--- config.mk ---
export PLATFORM = sky130hd
export DESIGN_NAME = gb2312_glyph_address_parser_top_flat
export DESIGN_NICKNAME = d
export VERILOG_FILES = /design/src/rtl/core/gga_pkg.sv /design/src/rtl/core/gga_if.sv /design/src/rtl/core/gb2312_glyph_address_parser_top.sv /design/src/rtl/core/gga_addr_calc.sv /design/src/rtl/core/gga_parser.sv /design/src/flat_wrapper.sv
export SDC_FILE = /design/constraint.sdc
export NUM_CORES = 1
export LEC_CHECK = 0
export BUFFER_PORTS_ARGS = -buffer_cell sky130_fd_sc_hd__clkbuf_2
export CORE_MARGIN = 1
export CORE_UTILIZATION = 45
export DETAILED_ROUTE_END_ITERATION = 6
export PLACE_DENSITY_LB_ADDON = 0.25
export SLEW_MARGIN = 20
export SYNTH_ARGS = -nofsm -noshare
export SYNTH_HDL_FRONTEND = slang
export SYNTH_HIERARCHICAL = 1
export SYNTH_SLANG_ARGS = --single-unit
--- constraint.sdc ---
create_clock -name clock -period 10.7 [get_ports clock]
set_input_delay 0 -clock clock [delete_from_list [all_inputs] [get_ports clock]]
set_output_delay 0 -clock clock [all_outputs]
set_load 0.005 [all_outputs]
--- src/rtl/core/gga_pkg.sv ---
// ----------------------------------------------------------------------------
// gga_pkg
// types and constants shared by the glyph address parser files
// ----------------------------------------------------------------------------
package gga_pkg;

   localparam int unsigned BYTE_W = 8;
   localparam int unsigned PAGE_W = 4;
   localparam int unsigned ADDR_W = 18;
   localparam int unsigned CELL_W = 13;
   localparam int unsigned ROW_W  = 7;

   // byte classes
   localparam logic [BYTE_W-1:0] HANZI_LEAD_LO = 8'hB0;
   localparam logic [BYTE_W-1:0] HANZI_LEAD_HI = 8'hF7;
   localparam logic [BYTE_W-1:0] SYM_LEAD_LO   = 8'hA1;
   localparam logic [BYTE_W-1:0] SYM_LEAD_HI   = 8'hA3;
   localparam logic [BYTE_W-1:0] TRAIL_LO      = 8'hA1;
   localparam logic [BYTE_W-1:0] ASCII_LO      = 8'h20;
   localparam logic [BYTE_W-1:0] ASCII_HI      = 8'h7E;
   localparam logic [BYTE_W-1:0] END_OF_TEXT   = 8'h00;

   // font layout
   localparam logic [CELL_W-1:0] ROW_CELLS    = 13'd94;
   localparam logic [CELL_W-1:0] HANZI_OFFSET = 13'd846;
   localparam int unsigned       WIDE_SHIFT   = 5;
   localparam int unsigned       NARROW_SHIFT = 4;
   localparam logic [ADDR_W-1:0] ASCII_BASE   = 18'h3CF80;

   // column advance per glyph
   localparam logic [BYTE_W-1:0] WIDE_STEP   = 8'd16;
   localparam logic [BYTE_W-1:0] NARROW_STEP = 8'd8;

   // glyph kind codes
   localparam logic KIND_WIDE   = 1'b0;
   localparam logic KIND_NARROW = 1'b1;

   typedef struct packed {
      logic [BYTE_W-1:0] text_byte;
      logic              start_of_text;
      logic [PAGE_W-1:0] start_page;
      logic [BYTE_W-1:0] start_column;
      logic              normal_video;
   } req_item_type;

   typedef struct packed {
      logic [ADDR_W-1:0] font_address;
      logic              glyph_kind;
      logic [PAGE_W-1:0] glyph_page;
      logic [BYTE_W-1:0] glyph_column;
      logic              glyph_normal_video;
   } rsp_item_type;

   typedef struct packed {
      logic [ADDR_W-1:0] wide_address;
      logic [ADDR_W-1:0] narrow_address;
   } glyph_addr_type;

endpackage

--- src/rtl/core/gga_if.sv ---
// ----------------------------------------------------------------------------
// gga channel interfaces
// valid/ready channels for text bytes in and glyph requests out
// ----------------------------------------------------------------------------
interface gga_req_if import gga_pkg::*; ();
   logic              valid;
   logic              ready;
   logic [BYTE_W-1:0] text_byte;
   logic              start_of_text;
   logic [PAGE_W-1:0] start_page;
   logic [BYTE_W-1:0] start_column;
   logic              normal_video;

   modport source (
      output valid, text_byte, start_of_text, start_page, start_column, normal_video,
      input  ready
   );
   modport sink (
      input  valid, text_byte, start_of_text, start_page, start_column, normal_video,
      output ready
   );
endinterface

interface gga_rsp_if import gga_pkg::*; ();
   logic              valid;
   logic              ready;
   logic [ADDR_W-1:0] font_address;
   logic              glyph_kind;
   logic [PAGE_W-1:0] glyph_page;
   logic [BYTE_W-1:0] glyph_column;
   logic              glyph_normal_video;

   modport source (
      output valid, font_address, glyph_kind, glyph_page, glyph_column,
             glyph_normal_video,
      input  ready
   );
   modport sink (
      input  valid, font_address, glyph_kind, glyph_page, glyph_column,
             glyph_normal_video,
      output ready
   );
endinterface

--- src/rtl/core/gb2312_glyph_address_parser_top.sv ---
// ----------------------------------------------------------------------------
// gb2312_glyph_address_parser_top
// turns a gb2312/ascii byte stream into font rom glyph requests
// ----------------------------------------------------------------------------
//
//   channel   direction  handshake            contents
//   req_bus   in         valid/ready          text byte, start flag, page,
//                                              column, video mode
//   rsp_bus   out        valid/ready          font address, kind, page,
//                                              column, video mode
//
// one request per cycle is taken at full rate, with or without a result, while the result side does not stall
// a result passes from the request register through the parse step into the
// result register, and is valid once it sits there
// the rate is set by the single parse step between the request register
// and the result register; a lead byte only updates state and gives no result
// reset (synchronous, active high) clears both valid flags and the text state
// a stalled result holds the result register; the request register still
// takes one more request, then ready drops until the result is taken
// ----------------------------------------------------------------------------
module gb2312_glyph_address_parser_top import gga_pkg::*; (
   input  logic      clock,
   input  logic      reset,
   gga_req_if.sink   req_bus,
   gga_rsp_if.source rsp_bus
);

   // request register
   logic         in_valid_ff, in_valid_in;
   req_item_type in_item_ff, in_item_in;

   // result register
   logic         out_valid_ff, out_valid_in;
   rsp_item_type out_item_ff, out_item_in;

   logic         advance;
   logic         req_take;
   logic         emit;
   rsp_item_type glyph;

   // parse step runs when a request is held and the result slot frees up
   assign advance  = in_valid_ff && (!out_valid_ff || rsp_bus.ready);
   assign req_take = req_bus.valid && req_bus.ready;

   assign req_bus.ready = !in_valid_ff || advance;

   always_comb begin
      in_item_in.text_byte     = req_bus.text_byte;
      in_item_in.start_of_text = req_bus.start_of_text;
      in_item_in.start_page    = req_bus.start_page;
      in_item_in.start_column  = req_bus.start_column;
      in_item_in.normal_video  = req_bus.normal_video;

      if (req_take) begin
         in_valid_in = 1'b1;
      end else if (advance) begin
         in_valid_in = 1'b0;
      end else begin
         in_valid_in = in_valid_ff;
      end

      // result slot: refilled on a step, otherwise drained by the sink
      if (advance) begin
         out_valid_in = emit;
      end else begin
         out_valid_in = out_valid_ff && !rsp_bus.ready;
      end
      out_item_in = glyph;
   end

   gga_parser u_parser (
      .clock (clock),
      .reset (reset),
      .step  (advance),
      .item  (in_item_ff),
      .emit  (emit),
      .glyph (glyph)
   );

   always_ff @(posedge clock) begin
      if (reset) begin
         in_valid_ff  <= 1'b0;
         out_valid_ff <= 1'b0;
      end else begin
         in_valid_ff  <= in_valid_in;
         out_valid_ff <= out_valid_in;
      end
   end

   // payload registers, no reset needed
   always_ff @(posedge clock) begin
      if (req_take) begin
         in_item_ff <= in_item_in;
      end
      if (advance && emit) begin
         out_item_ff <= out_item_in;
      end
   end

   assign rsp_bus.valid              = out_valid_ff;
   assign rsp_bus.font_address       = out_item_ff.font_address;
   assign rsp_bus.glyph_kind         = out_item_ff.glyph_kind;
   assign rsp_bus.glyph_page         = out_item_ff.glyph_page;
   assign rsp_bus.glyph_column       = out_item_ff.glyph_column;
   assign rsp_bus.glyph_normal_video = out_item_ff.glyph_normal_video;

   // an empty request register never pushes back
   a_ready_when_empty: assert property (@(posedge clock) disable iff (reset)
      !in_valid_ff |-> req_bus.ready)
      else $error("request stalled with empty request register");

   // reset leaves no result pending
   a_reset_clears_rsp: assert property (@(posedge clock)
      reset |=> !out_valid_ff)
      else $error("result valid right after reset");

   // a waiting result blocks the parse step
   a_no_step_over_result: assert property (@(posedge clock) disable iff (reset)
      (out_valid_ff && !rsp_bus.ready) |-> !advance)
      else $error("parse step overwrote a waiting result");

endmodule

--- src/rtl/core/gga_addr_calc.sv ---
// ----------------------------------------------------------------------------
// gga_addr_calc
// font rom byte addresses for a double-byte pair and for an ascii byte
// ----------------------------------------------------------------------------
module gga_addr_calc import gga_pkg::*; (
   input  logic [BYTE_W-1:0] lead_byte,
   input  logic [BYTE_W-1:0] cur_byte,
   output glyph_addr_type    glyph_addr
);

   logic              lead_hanzi;
   logic [ROW_W-1:0]  row;
   logic [ROW_W-1:0]  trail_cell;
   logic [CELL_W-1:0] cell_index;

   always_comb begin
      lead_hanzi = (lead_byte >= HANZI_LEAD_LO);
      row        = lead_hanzi ? ROW_W'(lead_byte - HANZI_LEAD_LO)
                              : ROW_W'(lead_byte - SYM_LEAD_LO);
      trail_cell = ROW_W'(cur_byte - TRAIL_LO);
      // row * 94 + column within row, hanzi rows sit after the symbol area
      cell_index = CELL_W'(row) * ROW_CELLS + CELL_W'(trail_cell)
                 + (lead_hanzi ? HANZI_OFFSET : CELL_W'(0));
      glyph_addr.wide_address   = ADDR_W'(cell_index) << WIDE_SHIFT;
      glyph_addr.narrow_address = (ADDR_W'(BYTE_W'(cur_byte - ASCII_LO)) << NARROW_SHIFT)
                                + ASCII_BASE;
   end

endmodule

--- src/rtl/core/gga_parser.sv ---
// ----------------------------------------------------------------------------
// gga_parser
// text state and glyph decision for one byte per step
// ----------------------------------------------------------------------------
module gga_parser import gga_pkg::*; (
   input  logic         clock,
   input  logic         reset,
   input  logic         step,
   input  req_item_type item,
   output logic         emit,
   output rsp_item_type glyph
);

   logic [BYTE_W-1:0] held_lead_ff, held_lead_in;
   logic              lead_pending_ff, lead_pending_in;
   logic              text_active_ff, text_active_in;
   logic [BYTE_W-1:0] column_ff, column_in;
   logic [PAGE_W-1:0] page_ff, page_in;
   logic              mode_ff, mode_in;

   glyph_addr_type    glyph_addr;

   gga_addr_calc u_addr_calc (
      .lead_byte  (held_lead_ff),
      .cur_byte   (item.text_byte),
      .glyph_addr (glyph_addr)
   );

   always_comb begin
      logic [BYTE_W-1:0] b;
      logic              active;
      logic              pending;
      logic [BYTE_W-1:0] col;
      logic [PAGE_W-1:0] page;
      logic              mode;
      logic              is_lead;
      logic              is_ascii;
      logic              judge_ascii;

      b        = item.text_byte;
      active   = text_active_ff;
      pending  = lead_pending_ff;
      col      = column_ff;
      page     = page_ff;
      mode     = mode_ff;
      is_lead  = ((b >= HANZI_LEAD_LO) && (b <= HANZI_LEAD_HI))
              || ((b >= SYM_LEAD_LO) && (b <= SYM_LEAD_HI));
      is_ascii = (b >= ASCII_LO) && (b <= ASCII_HI);
      judge_ascii = 1'b0;

      held_lead_in    = held_lead_ff;
      lead_pending_in = lead_pending_ff;
      text_active_in  = text_active_ff;
      column_in       = column_ff;
      page_in         = page_ff;
      mode_in         = mode_ff;
      emit            = 1'b0;

      if (item.start_of_text) begin
         active       = 1'b1;
         pending      = 1'b0;
         held_lead_in = '0;
         col          = item.start_column;
         page         = item.start_page;
         mode         = item.normal_video;
      end

      glyph.font_address       = glyph_addr.narrow_address;
      glyph.glyph_kind         = KIND_NARROW;
      glyph.glyph_page         = page;
      glyph.glyph_column       = col;
      glyph.glyph_normal_video = mode;

      text_active_in  = active;
      lead_pending_in = pending;
      column_in       = col;
      page_in         = page;
      mode_in         = mode;

      if (active) begin
         if (b == END_OF_TEXT) begin
            text_active_in  = 1'b0;
            lead_pending_in = 1'b0;
         end else if (pending) begin
            lead_pending_in = 1'b0;
            if (b >= TRAIL_LO) begin
               emit             = 1'b1;
               glyph.font_address = glyph_addr.wide_address;
               glyph.glyph_kind = KIND_WIDE;
               column_in        = col + WIDE_STEP;
            end else begin
               // lead dropped, this byte is judged on its own
               judge_ascii = 1'b1;
            end
         end else if (is_lead) begin
            held_lead_in    = b;
            lead_pending_in = 1'b1;
         end else begin
            judge_ascii = 1'b1;
         end
      end

      if (judge_ascii && is_ascii) begin
         emit      = 1'b1;
         column_in = col + NARROW_STEP;
      end
   end

   always_ff @(posedge clock) begin
      if (reset) begin
         held_lead_ff    <= '0;
         lead_pending_ff <= 1'b0;
         text_active_ff  <= 1'b0;
         column_ff       <= '0;
         page_ff         <= PAGE_W'(1);
         mode_ff         <= 1'b1;
      end else if (step) begin
         held_lead_ff    <= held_lead_in;
         lead_pending_ff <= lead_pending_in;
         text_active_ff  <= text_active_in;
         column_ff       <= column_in;
         page_ff         <= page_in;
         mode_ff         <= mode_in;
      end
   end

   // a pending lead always holds a valid lead byte
   a_held_is_lead: assert property (@(posedge clock) disable iff (reset)
      lead_pending_ff |-> (((held_lead_ff >= HANZI_LEAD_LO) && (held_lead_ff <= HANZI_LEAD_HI))
                        || ((held_lead_ff >= SYM_LEAD_LO) && (held_lead_ff <= SYM_LEAD_HI))))
      else $error("pending lead byte is not a lead code");

   // double-byte addresses stay below the ascii area
   a_wide_below_ascii: assert property (@(posedge clock) disable iff (reset)
      (emit && (glyph.glyph_kind == KIND_WIDE)) |-> (glyph.font_address < ASCII_BASE))
      else $error("double-byte glyph address runs into ascii area");

   // no pending lead outside an active text
   a_pending_needs_text: assert property (@(posedge clock) disable iff (reset)
      lead_pending_ff |-> text_active_ff)
      else $error("lead pending while no text active");

endmodule

--- src/flat_wrapper.sv ---
// flat-port wrapper written by rule: the top's interface ports become plain ports
module gb2312_glyph_address_parser_top_flat import gga_pkg::*;
  (clock, reset, req_bus_valid, req_bus_text_byte, req_bus_start_of_text, req_bus_start_page, req_bus_start_column, req_bus_normal_video, req_bus_ready, rsp_bus_valid, rsp_bus_font_address, rsp_bus_glyph_kind, rsp_bus_glyph_page, rsp_bus_glyph_column, rsp_bus_glyph_normal_video, rsp_bus_ready);
  gga_req_if req_bus_i ();
  gga_rsp_if rsp_bus_i ();
  input  logic clock;
  input  logic reset;
  input wire logic [$bits(req_bus_i.valid)-1:0] req_bus_valid;
  input wire logic [$bits(req_bus_i.text_byte)-1:0] req_bus_text_byte;
  input wire logic [$bits(req_bus_i.start_of_text)-1:0] req_bus_start_of_text;
  input wire logic [$bits(req_bus_i.start_page)-1:0] req_bus_start_page;
  input wire logic [$bits(req_bus_i.start_column)-1:0] req_bus_start_column;
  input wire logic [$bits(req_bus_i.normal_video)-1:0] req_bus_normal_video;
  output wire logic [$bits(req_bus_i.ready)-1:0] req_bus_ready;
  output wire logic [$bits(rsp_bus_i.valid)-1:0] rsp_bus_valid;
  output wire logic [$bits(rsp_bus_i.font_address)-1:0] rsp_bus_font_address;
  output wire logic [$bits(rsp_bus_i.glyph_kind)-1:0] rsp_bus_glyph_kind;
  output wire logic [$bits(rsp_bus_i.glyph_page)-1:0] rsp_bus_glyph_page;
  output wire logic [$bits(rsp_bus_i.glyph_column)-1:0] rsp_bus_glyph_column;
  output wire logic [$bits(rsp_bus_i.glyph_normal_video)-1:0] rsp_bus_glyph_normal_video;
  input wire logic [$bits(rsp_bus_i.ready)-1:0] rsp_bus_ready;
  assign req_bus_i.valid = req_bus_valid;
  assign req_bus_i.text_byte = req_bus_text_byte;
  assign req_bus_i.start_of_text = req_bus_start_of_text;
  assign req_bus_i.start_page = req_bus_start_page;
  assign req_bus_i.start_column = req_bus_start_column;
  assign req_bus_i.normal_video = req_bus_normal_video;
  assign req_bus_ready = req_bus_i.ready;
  assign rsp_bus_valid = rsp_bus_i.valid;
  assign rsp_bus_font_address = rsp_bus_i.font_address;
  assign rsp_bus_glyph_kind = rsp_bus_i.glyph_kind;
  assign rsp_bus_glyph_page = rsp_bus_i.glyph_page;
  assign rsp_bus_glyph_column = rsp_bus_i.glyph_column;
  assign rsp_bus_glyph_normal_video = rsp_bus_i.glyph_normal_video;
  assign rsp_bus_i.ready = rsp_bus_ready;
  gb2312_glyph_address_parser_top u_core (.clock(clock), .reset(reset), .req_bus(req_bus_i), .rsp_bus(rsp_bus_i));
endmodule
Word-level counts from Yosys, hierarchy flattened
Cells that the tools add are included.
{ "classes": {"add_sub_neg": 9, "magnitude_cmp": 7, "bitwise_logic": 2, "multipliers": 1, "n_mux": 40, "n_reduce_logical": 17} }
{ "ops": {"columns": ["op", "n"], "rows": [
  ["$mux 8", 11],
  ["$mux 19", 4],
  ["$ge 8x8->1 const B", 3],
  ["$mux 1", 22],
  ["$sub 7x6->7 const B", 3],
  ["$add 13x15->16 const B", 1],
  ["$le 8x8->1 const B", 2],
  ["$add 13x13->13", 1],
  ["$add 13x7->13", 1],
  ["$mul 7x6->12 const B", 1],
  ["$mux 10", 1],
  ["$add 8x4->8 const B", 1],
  ["$add 8x5->8 const B", 1],
  ["$ge 8x6->1 const B", 1],
  ["$le 8x7->1 const B", 1],
  ["$logic_and 1x1->1", 8],
  ["$logic_not 8->1", 1],
  ["$sub 8x6->8 const B", 1],
  ["$mux 7", 1],
  ["$mux 4", 1],
  ["$logic_not 1->1", 3],
  ["$logic_or 1x1->1", 3],
  ["$reduce_or 3->1", 1],
  ["$not 1->1", 2],
  ["$reduce_bool 2->1", 1]
]} }
{ "word_totals": {"wordCells": 94, "out_inout_bits": 34, "ff_bits": 79} }

Depth between registers and ports, before layout
{ "depth": {"ltp_word": 10, "mapped_depth": 28, "mapped_depth_nobuf": 28} }

By module
The synthesis kept the hierarchy.
{ "by_module_without_submodules": {"columns": ["mod", "seq_area_each_um2", "area_each_um2", "instances", "cells_each"], "rows": [
  ["gga_addr_calc", 0.0, 2004.4, 1, 250],
  ["gb2312_glyph_address_parser_top", 1661.6, 1727.9, 1, 65],
  ["gga_parser", 460.4, 1572.8, 1, 168]
]} }

Least setup slack after synthesis
OpenSTA, ideal clock, no wires.
{ "synth_timing": {"kind": "flip-flop to flip-flop", "start": "reg u_core.u_parser.held_lead_ff[4]", "end": "reg u_core.out_item_ff, in the netlist u_core/rsp_bus.font_address[17], data pin", "path_slack_ns": 4.584, "t_required_ns": 10.440, "setup_time_ns": 0.260, "arrival_time_ns": 5.857, "path_stages_with_launch": 25, "cell_sequence": "dfxtp_1 > ha_1 > o21ai_1 > inv_2 > nor2_1 > xor2_1 > fa_1 > ha_1 > fa_1 > ha_1 > a211oi_1 > nor2_2 > o21a_1 > nor2_1 > xnor2_1 > ha_1 > ha_1 > nand3_1 > o21ai_0 > o21ai_1 > and2b_1 > mux2i_1 > o211ai_2 > xnor2_1 > mux2_2"} }
{ "synth_rtl": {"columns": ["element", "line_no", "source"], "rows": [
  ["start, declared", "gga_parser.sv:14", "logic [BYTE_W-1:0] held_lead_ff, held_lead_in;"],
  ["start signal, assigned", "gga_parser.sv:118", "held_lead_ff <= held_lead_in;"],
  ["end signal, assigned", "gb2312_glyph_address_parser_top.sv:96", "out_item_ff <= out_item_in;"],
  ["end, declared", "gb2312_glyph_address_parser_top.sv:34", "rsp_item_type out_item_ff, out_item_in;"]
]} }

==> flow_results.org <==
** Critical path
- In this run the critical register-to-register path is launched from u_core/u_parser/held_lead_ff[4]$_SDFFE_PP0P_.
- On the critical path the largest part of the delay comes from adder cells.
- Start-to-end type of the worst setup path :: reg2reg
- Crit path top cell by count :: sky130_fd_sc_hd__ha_1
- The worst setup path is captured at a register.
- Slowest library cell on the worst path :: sky130_fd_sc_hd__o21ai_1
- The number of buffers and inverters on the critical path is 1.
- The most critical setup path has its startpoint at u_core/u_parser/held_lead_ff[4]$_SDFFE_PP0P_.
- Of all nets on the critical path, the largest fanout is 10.
- STA puts the critical path data required time at 10.78 ns.
- For this run, the slowest stage of the critical path takes ~0.57 ns.
- CP Data Arrival Time :: between 6 and 7 ns
- STA classifies the critical path startpoint as a register.
- Cell-by-cell trace of the critical path :: ha_1 > o21ai_1 > inv_2 > nor2_1 > xor2_1 > fa_1 > ha_1 > fa_1 > ha_1 > a211oi_1 > nor2_2 > o21a_1 > nor2_1 > xnor2_1 > ha_1 > ha_1 > nand3_1 > o21ai_0 > o21ai_1 > and2b_1 > mux2i_1 > o211ai_2 > xnor2_1 > mux2_2

** Drt
- In the routed design, unresolved DRC markers number 0.
- DRC marker count from the first detailed-route iteration :: between 150 and 200
- Dividing the detail-routed wire length by the instance count gives 14.1 um.
- In this run the remaining antenna-violating nets after routing total 0.
- Total number of vias :: between 3000 and 4000
- For this run, the detailed router's first-pass iteration total came to 4.
- Total routed wirelength :: 10.0 mm
- Using the TritonRoute via totals, the vias-per-cell ratio works out to 5.15.

** Clock tree
- After clock tree synthesis, the repair step resized 0 gates.
- Clock tree from TritonCTS :: yes
- The longest clock path from root to sink contains 2 buffers.
- After clock tree synthesis, the clock-pin slew on the worst setup and hold paths is about 0.060 ns.
- Number of buffers inserted during clock tree synthesis :: 9
- Clock root buffer master :: sky130_fd_sc_hd__clkbuf_16
- CTS H-tree lvls :: 3
- Sink count of the clock tree :: between 70 and 80
- The later pin in the worst-skew pair is clocked with a latency of 0.34 ns.

** Place
- Counting tap cells, the placed design contains a total of 669 instances.
- Total of buffers placed on input and output ports :: 59
- Summed over all nets, the half-perimeter wirelength after detailed placement is 7.25 mm.
- After detailed placement, the total cell area comes to around 5600 um^2.
- The congestion estimate from routability-driven global placement came to between 0.8 and 0.9.

** Pwr
- Cell internal power was estimated by the tool at 0.000774 W.
- Power dissipated by switching net loads :: between 0.0004 and 0.0005 W
- Maximum vdd drop :: about 0.12 mV
- Relative contribution of sequential cells to total power :: 28.5%
- The share of total power dissipated in the clock network is between 20% and 30%.
- Sw Share :: 36.8%
- Dividing total power by cell area gives a power density of approximately 200 nW/um^2.
- Relative contribution of combinational cells to total power :: ~49%
- In this run the static leakage power is ~2.7 nW.

** Yosys
- Summing every instance area after synthesis gives roughly 5300 um^2.
- Summing the areas of all compound-gate instances in the mapped netlist gives between 10 and 15% of the synthesized area.
- Synthesis Warnings :: 6
- Number of enable-type register cells in the synthesized netlist :: 54
- The synthesized design contains slightly below 80 register bits.
- Post-Syn Instances :: 483
- Post-Synth Simple-Gate Area :: about a tenth
- Synthesis instantiated 68 different standard cells from the library.
- In the synthesized netlist the dominant register cell turns out to be sky130_fd_sc_hd__edfxtp_1.
- In the synthesized netlist the async set-or-reset flop fraction comes to 0%.
- Multiplexer share of the synthesized area :: about 8.1%
- After Yosys synthesis, full adders, half adders and majority gates account for 17.2% of the synthesized area.
- Combinational family with the most area after synthesis :: adder cells
- After Yosys synthesis, XOR and XNOR cells account for roughly 5.9% of the synthesized area.
- Post-synthesis area per instance :: ~11 um^2
- Sequential element share of the synthesized area :: 40.0%

** Cells and area
- Final net count :: approximately 650
- After routing the design area is roughly 6200 um^2.
- The post-route netlist has between 20% and 30% of its cells at a drive strength greater than 1.
- Filler Cell Count :: 1006
- At the end of the flow the core is filled with cells to a little over half.
- The count of cells in the finished layout, fillers not included, comes to 710.
- From synthesis to final layout, the design area changed by 16.2%.
- # diodes :: 0

** Floorplanning
- Once the floorplan was initialized, standard cells occupied a little under half of the core.
- 60 I/O pins were placed.
- The floorplan step set the die width to ~110 um.
- Area of the placeable core :: approximately 11000 um^2
- Row generation in the floorplan step produced 39 rows.
- Die Ht :: 111 um
- The floorplan step defined a die boundary enclosing roughly 12000 um^2.

** Worst hold path
- The worst hold path begins at reset.
- Min-delay worst type :: in2reg

** STA
- Unrepaired setup endpoints after global routing :: no
- The number of slew-limit violations in the final report came to 0.
- Summed over all failing endpoints, the final setup total negative slack is 0 ns.
- Clock skew after layout :: roughly 0.0073 ns
- For the pin with the worst max-slew slack, the measured transition is between 1 and 1.5 ns.
- Achievable frequency :: roughly 150 MHz
- The count of endpoints failing hold in the final timing report was 0.
- In the finished design, the share of the clock period the worst path needs comes to a little over three fifths.
- Setup violations remaining at the end of the flow were counted as 0.
- Worst slew margin relative to its limit :: 32.0%
- The worst path in the final design needs a cycle of ~6.7 ns, including I/O delays and setup.

** Job
- Reported max-cap violation count :: 0

** Status
- The run finished with clean final reports.

** Global routing
- Antenna violations before repair :: 0
- The first global-routing pass estimated between 15 and 20 mm of wire.
- Maximum number of pins on one net before global-route repair :: 33
- Congestion Overflow GR :: 0
- The via count of the first global-routing pass is 3752.
- For this run, the total global-route usage over all layers was measured as between 15 and 20%.
## cell usage after synthesis, types with 3 or more instances
| library cell | instances | share of area, % |
|---|---|---|
| sky130_fd_sc_hd__xor2_1 | 11 | 1.8 |
| sky130_fd_sc_hd__ha_1 | 49 | 12 |
| sky130_fd_sc_hd__a22o_1 | 4 | 0.66 |
| sky130_fd_sc_hd__nand2b_1 | 5 | 0.59 |
| sky130_fd_sc_hd__o21ai_0 | 9 | 0.85 |
| sky130_fd_sc_hd__mux2i_1 | 9 | 1.7 |
| sky130_fd_sc_hd__buf_4 | 21 | 3.0 |
| sky130_fd_sc_hd__nor3b_1 | 3 | 0.42 |
| sky130_fd_sc_hd__a211oi_1 | 3 | 0.42 |
| sky130_fd_sc_hd__buf_2 | 3 | 0.28 |
| sky130_fd_sc_hd__dfxtp_1 | 25 | 9.4 |
| sky130_fd_sc_hd__nor2b_1 | 5 | 0.59 |
| sky130_fd_sc_hd__xnor2_1 | 25 | 4.1 |
| sky130_fd_sc_hd__o21bai_1 | 4 | 0.57 |
| sky130_fd_sc_hd__nand2_1 | 10 | 0.71 |
| sky130_fd_sc_hd__a21oi_1 | 16 | 1.5 |
| sky130_fd_sc_hd__nand3_1 | 6 | 0.57 |
| sky130_fd_sc_hd__fa_1 | 15 | 5.7 |
| sky130_fd_sc_hd__mux2_2 | 30 | 6.4 |
| sky130_fd_sc_hd__a21o_1 | 7 | 0.99 |
| sky130_fd_sc_hd__a31oi_1 | 4 | 0.47 |
| sky130_fd_sc_hd__nor3_1 | 4 | 0.38 |
| sky130_fd_sc_hd__clkbuf_1 | 4 | 0.28 |
| sky130_fd_sc_hd__o21a_1 | 4 | 0.57 |
| sky130_fd_sc_hd__inv_1 | 57 | 4.0 |
| sky130_fd_sc_hd__and2_1 | 3 | 0.35 |
| sky130_fd_sc_hd__nor2_1 | 42 | 3.0 |
| sky130_fd_sc_hd__o21ai_1 | 7 | 0.66 |
| sky130_fd_sc_hd__edfxtp_1 | 54 | 31 |
## state kept, by name (all words and copies together) (netlist names)
name                               cells
u_core/in_item_ff                     22
u_core/rsp_bus.glyph_normal_video      1
u_core/rsp_bus.valid                   1
u_core/in_valid_ff                     1
u_core/u_parser/column_ff              8
u_core/u_parser/lead_pending_ff        1
u_core/u_parser/mode_ff                1
u_core/u_parser/page_ff                4
u_core/rsp_bus.glyph_kind              1
u_core/rsp_bus.font_address           18
u_core/rsp_bus.glyph_page              4
u_core/u_parser/text_active_ff         1
u_core/u_parser/held_lead_ff           8
u_core/rsp_bus.glyph_column            8
## placed cells by master, fill, tap and decap left out, types with 4 or more instances in the layout
cell type / netlist / layout
sky130_fd_sc_hd__nand2_1: 10 / 10
sky130_fd_sc_hd__inv_1: 57 / 57
sky130_fd_sc_hd__o21ai_1: 7 / 7
sky130_fd_sc_hd__o21a_1: 4 / 4
sky130_fd_sc_hd__a31oi_1: 4 / 4
sky130_fd_sc_hd__a22o_1: 4 / 4
sky130_fd_sc_hd__mux2i_1: 9 / 9
sky130_fd_sc_hd__o21bai_1: 4 / 4
sky130_fd_sc_hd__clkbuf_16: 0 / 9
sky130_fd_sc_hd__o21ai_0: 9 / 9
sky130_fd_sc_hd__nand2b_1: 5 / 5
sky130_fd_sc_hd__mux2_2: 30 / 30
sky130_fd_sc_hd__nand3_1: 6 / 6
sky130_fd_sc_hd__a21oi_1: 16 / 16
sky130_fd_sc_hd__xnor2_1: 25 / 25
sky130_fd_sc_hd__fa_1: 15 / 15
sky130_fd_sc_hd__edfxtp_1: 54 / 54
sky130_fd_sc_hd__nor2b_1: 5 / 4
sky130_fd_sc_hd__clkbuf_2: 0 / 59
sky130_fd_sc_hd__ha_1: 49 / 49
sky130_fd_sc_hd__dlygate4sd3_1: 0 / 25
sky130_fd_sc_hd__a21o_1: 7 / 7
sky130_fd_sc_hd__dfxtp_1: 25 / 25
sky130_fd_sc_hd__nor2_1: 42 / 42
sky130_fd_sc_hd__nor3_1: 4 / 4
sky130_fd_sc_hd__xor2_1: 11 / 11
sky130_fd_sc_hd__conb_1: 2 / 14
## cell families after synthesis
logic type	after synthesis
simple gates	96
buf+inv	87
compound gates	80
flops	79
fa+ha+maj	64
mux	39
xor+xnor	36
other cells	2
## final cells by class
cell class	instances	area, um^2	share of cell area, %
multi-input cells	329	2830	45.8
flip-flops and latches	79	2120	34.4
repair buffers	85	553	8.97
clock buffers	10	229	3.71
inverters	58	218	3.53
well taps	143	179	2.90
clock inverters	6	37.5	0.609
## worst paths after layout
check                                               to  slack (ns)  depth (start not counted)
max          u_core/rsp_bus.font_address[17]$_DFFE_PP_        3.99                         24
min            u_core/u_parser/page_ff[2]$_SDFFE_PP0P_        0.20                          2
max reg2reg  u_core/rsp_bus.font_address[17]$_DFFE_PP_        3.99                         24
min reg2reg    u_core/u_parser/page_ff[2]$_SDFFE_PP0P_        0.49                          2
## metrics by stage
step / hold WS [ns] / setup slack [ns] / power [W]
6_report: 0.201 / 3.99 / 0.00123
5_1_grt: 0.216 / 3.49 / 0.00133
4_1_cts: 0.197 / 4.01 / 0.00123
3_5_place_dp: 0.179 / 4.07 / 0.000943
3_3_place_gp: 0.177 / 4.21 / 0.000931
2_1_floorplan: 0.0624 / 4.58 / 0.000837
## per-layer routing
metal	part of all wire (%)	global-route usage [%]	vias up
li1	-	-	1809
met1	44	21.5	1728
met2	49	29.6	98
met3	4.9	4.61	19
met4	2.0	7.64	0
met5	0	0	-
## worst register-to-register path: stages, from the launching register on
cell and delay (ns):
sky130_fd_sc_hd__dfxtp_1 0.35, sky130_fd_sc_hd__ha_1 0.24, sky130_fd_sc_hd__o21ai_1 0.57, sky130_fd_sc_hd__inv_2 0.25
sky130_fd_sc_hd__nor2_1 0.24, sky130_fd_sc_hd__xor2_1 0.42, sky130_fd_sc_hd__fa_1 0.50, sky130_fd_sc_hd__ha_1 0.31
sky130_fd_sc_hd__fa_1 0.51, sky130_fd_sc_hd__ha_1 0.33, sky130_fd_sc_hd__a211oi_1 0.27, sky130_fd_sc_hd__nor2_2 0.09
sky130_fd_sc_hd__o21a_1 0.17, sky130_fd_sc_hd__nor2_1 0.11, sky130_fd_sc_hd__xnor2_1 0.13, sky130_fd_sc_hd__ha_1 0.25
sky130_fd_sc_hd__ha_1 0.36, sky130_fd_sc_hd__nand3_1 0.11, sky130_fd_sc_hd__o21ai_0 0.19, sky130_fd_sc_hd__o21ai_1 0.13
sky130_fd_sc_hd__and2b_1 0.22, sky130_fd_sc_hd__mux2i_1 0.22, sky130_fd_sc_hd__o211ai_2 0.11, sky130_fd_sc_hd__xnor2_1 0.14
sky130_fd_sc_hd__mux2_2 0.26
## power groups by stage
stage	combinational [W]	clock, W	sequential (W)
3_3_place_gp	0.000576	0	0.000355
6_report	0.000601	0.000276	0.000349
2_1_floorplan	0.000486	0	0.000352
4_1_cts	0.000602	0.000283	0.000349
3_5_place_dp	0.000588	0	0.000356
5_1_grt	0.000684	0.000296	0.000351
## timing repair
action / CTS / global route
hold buffers: 25 / 0
buffers inserted: 0 / 0
endpoints found under the hold margin: 24 / 0
Power figures use the tool's default switching activity.
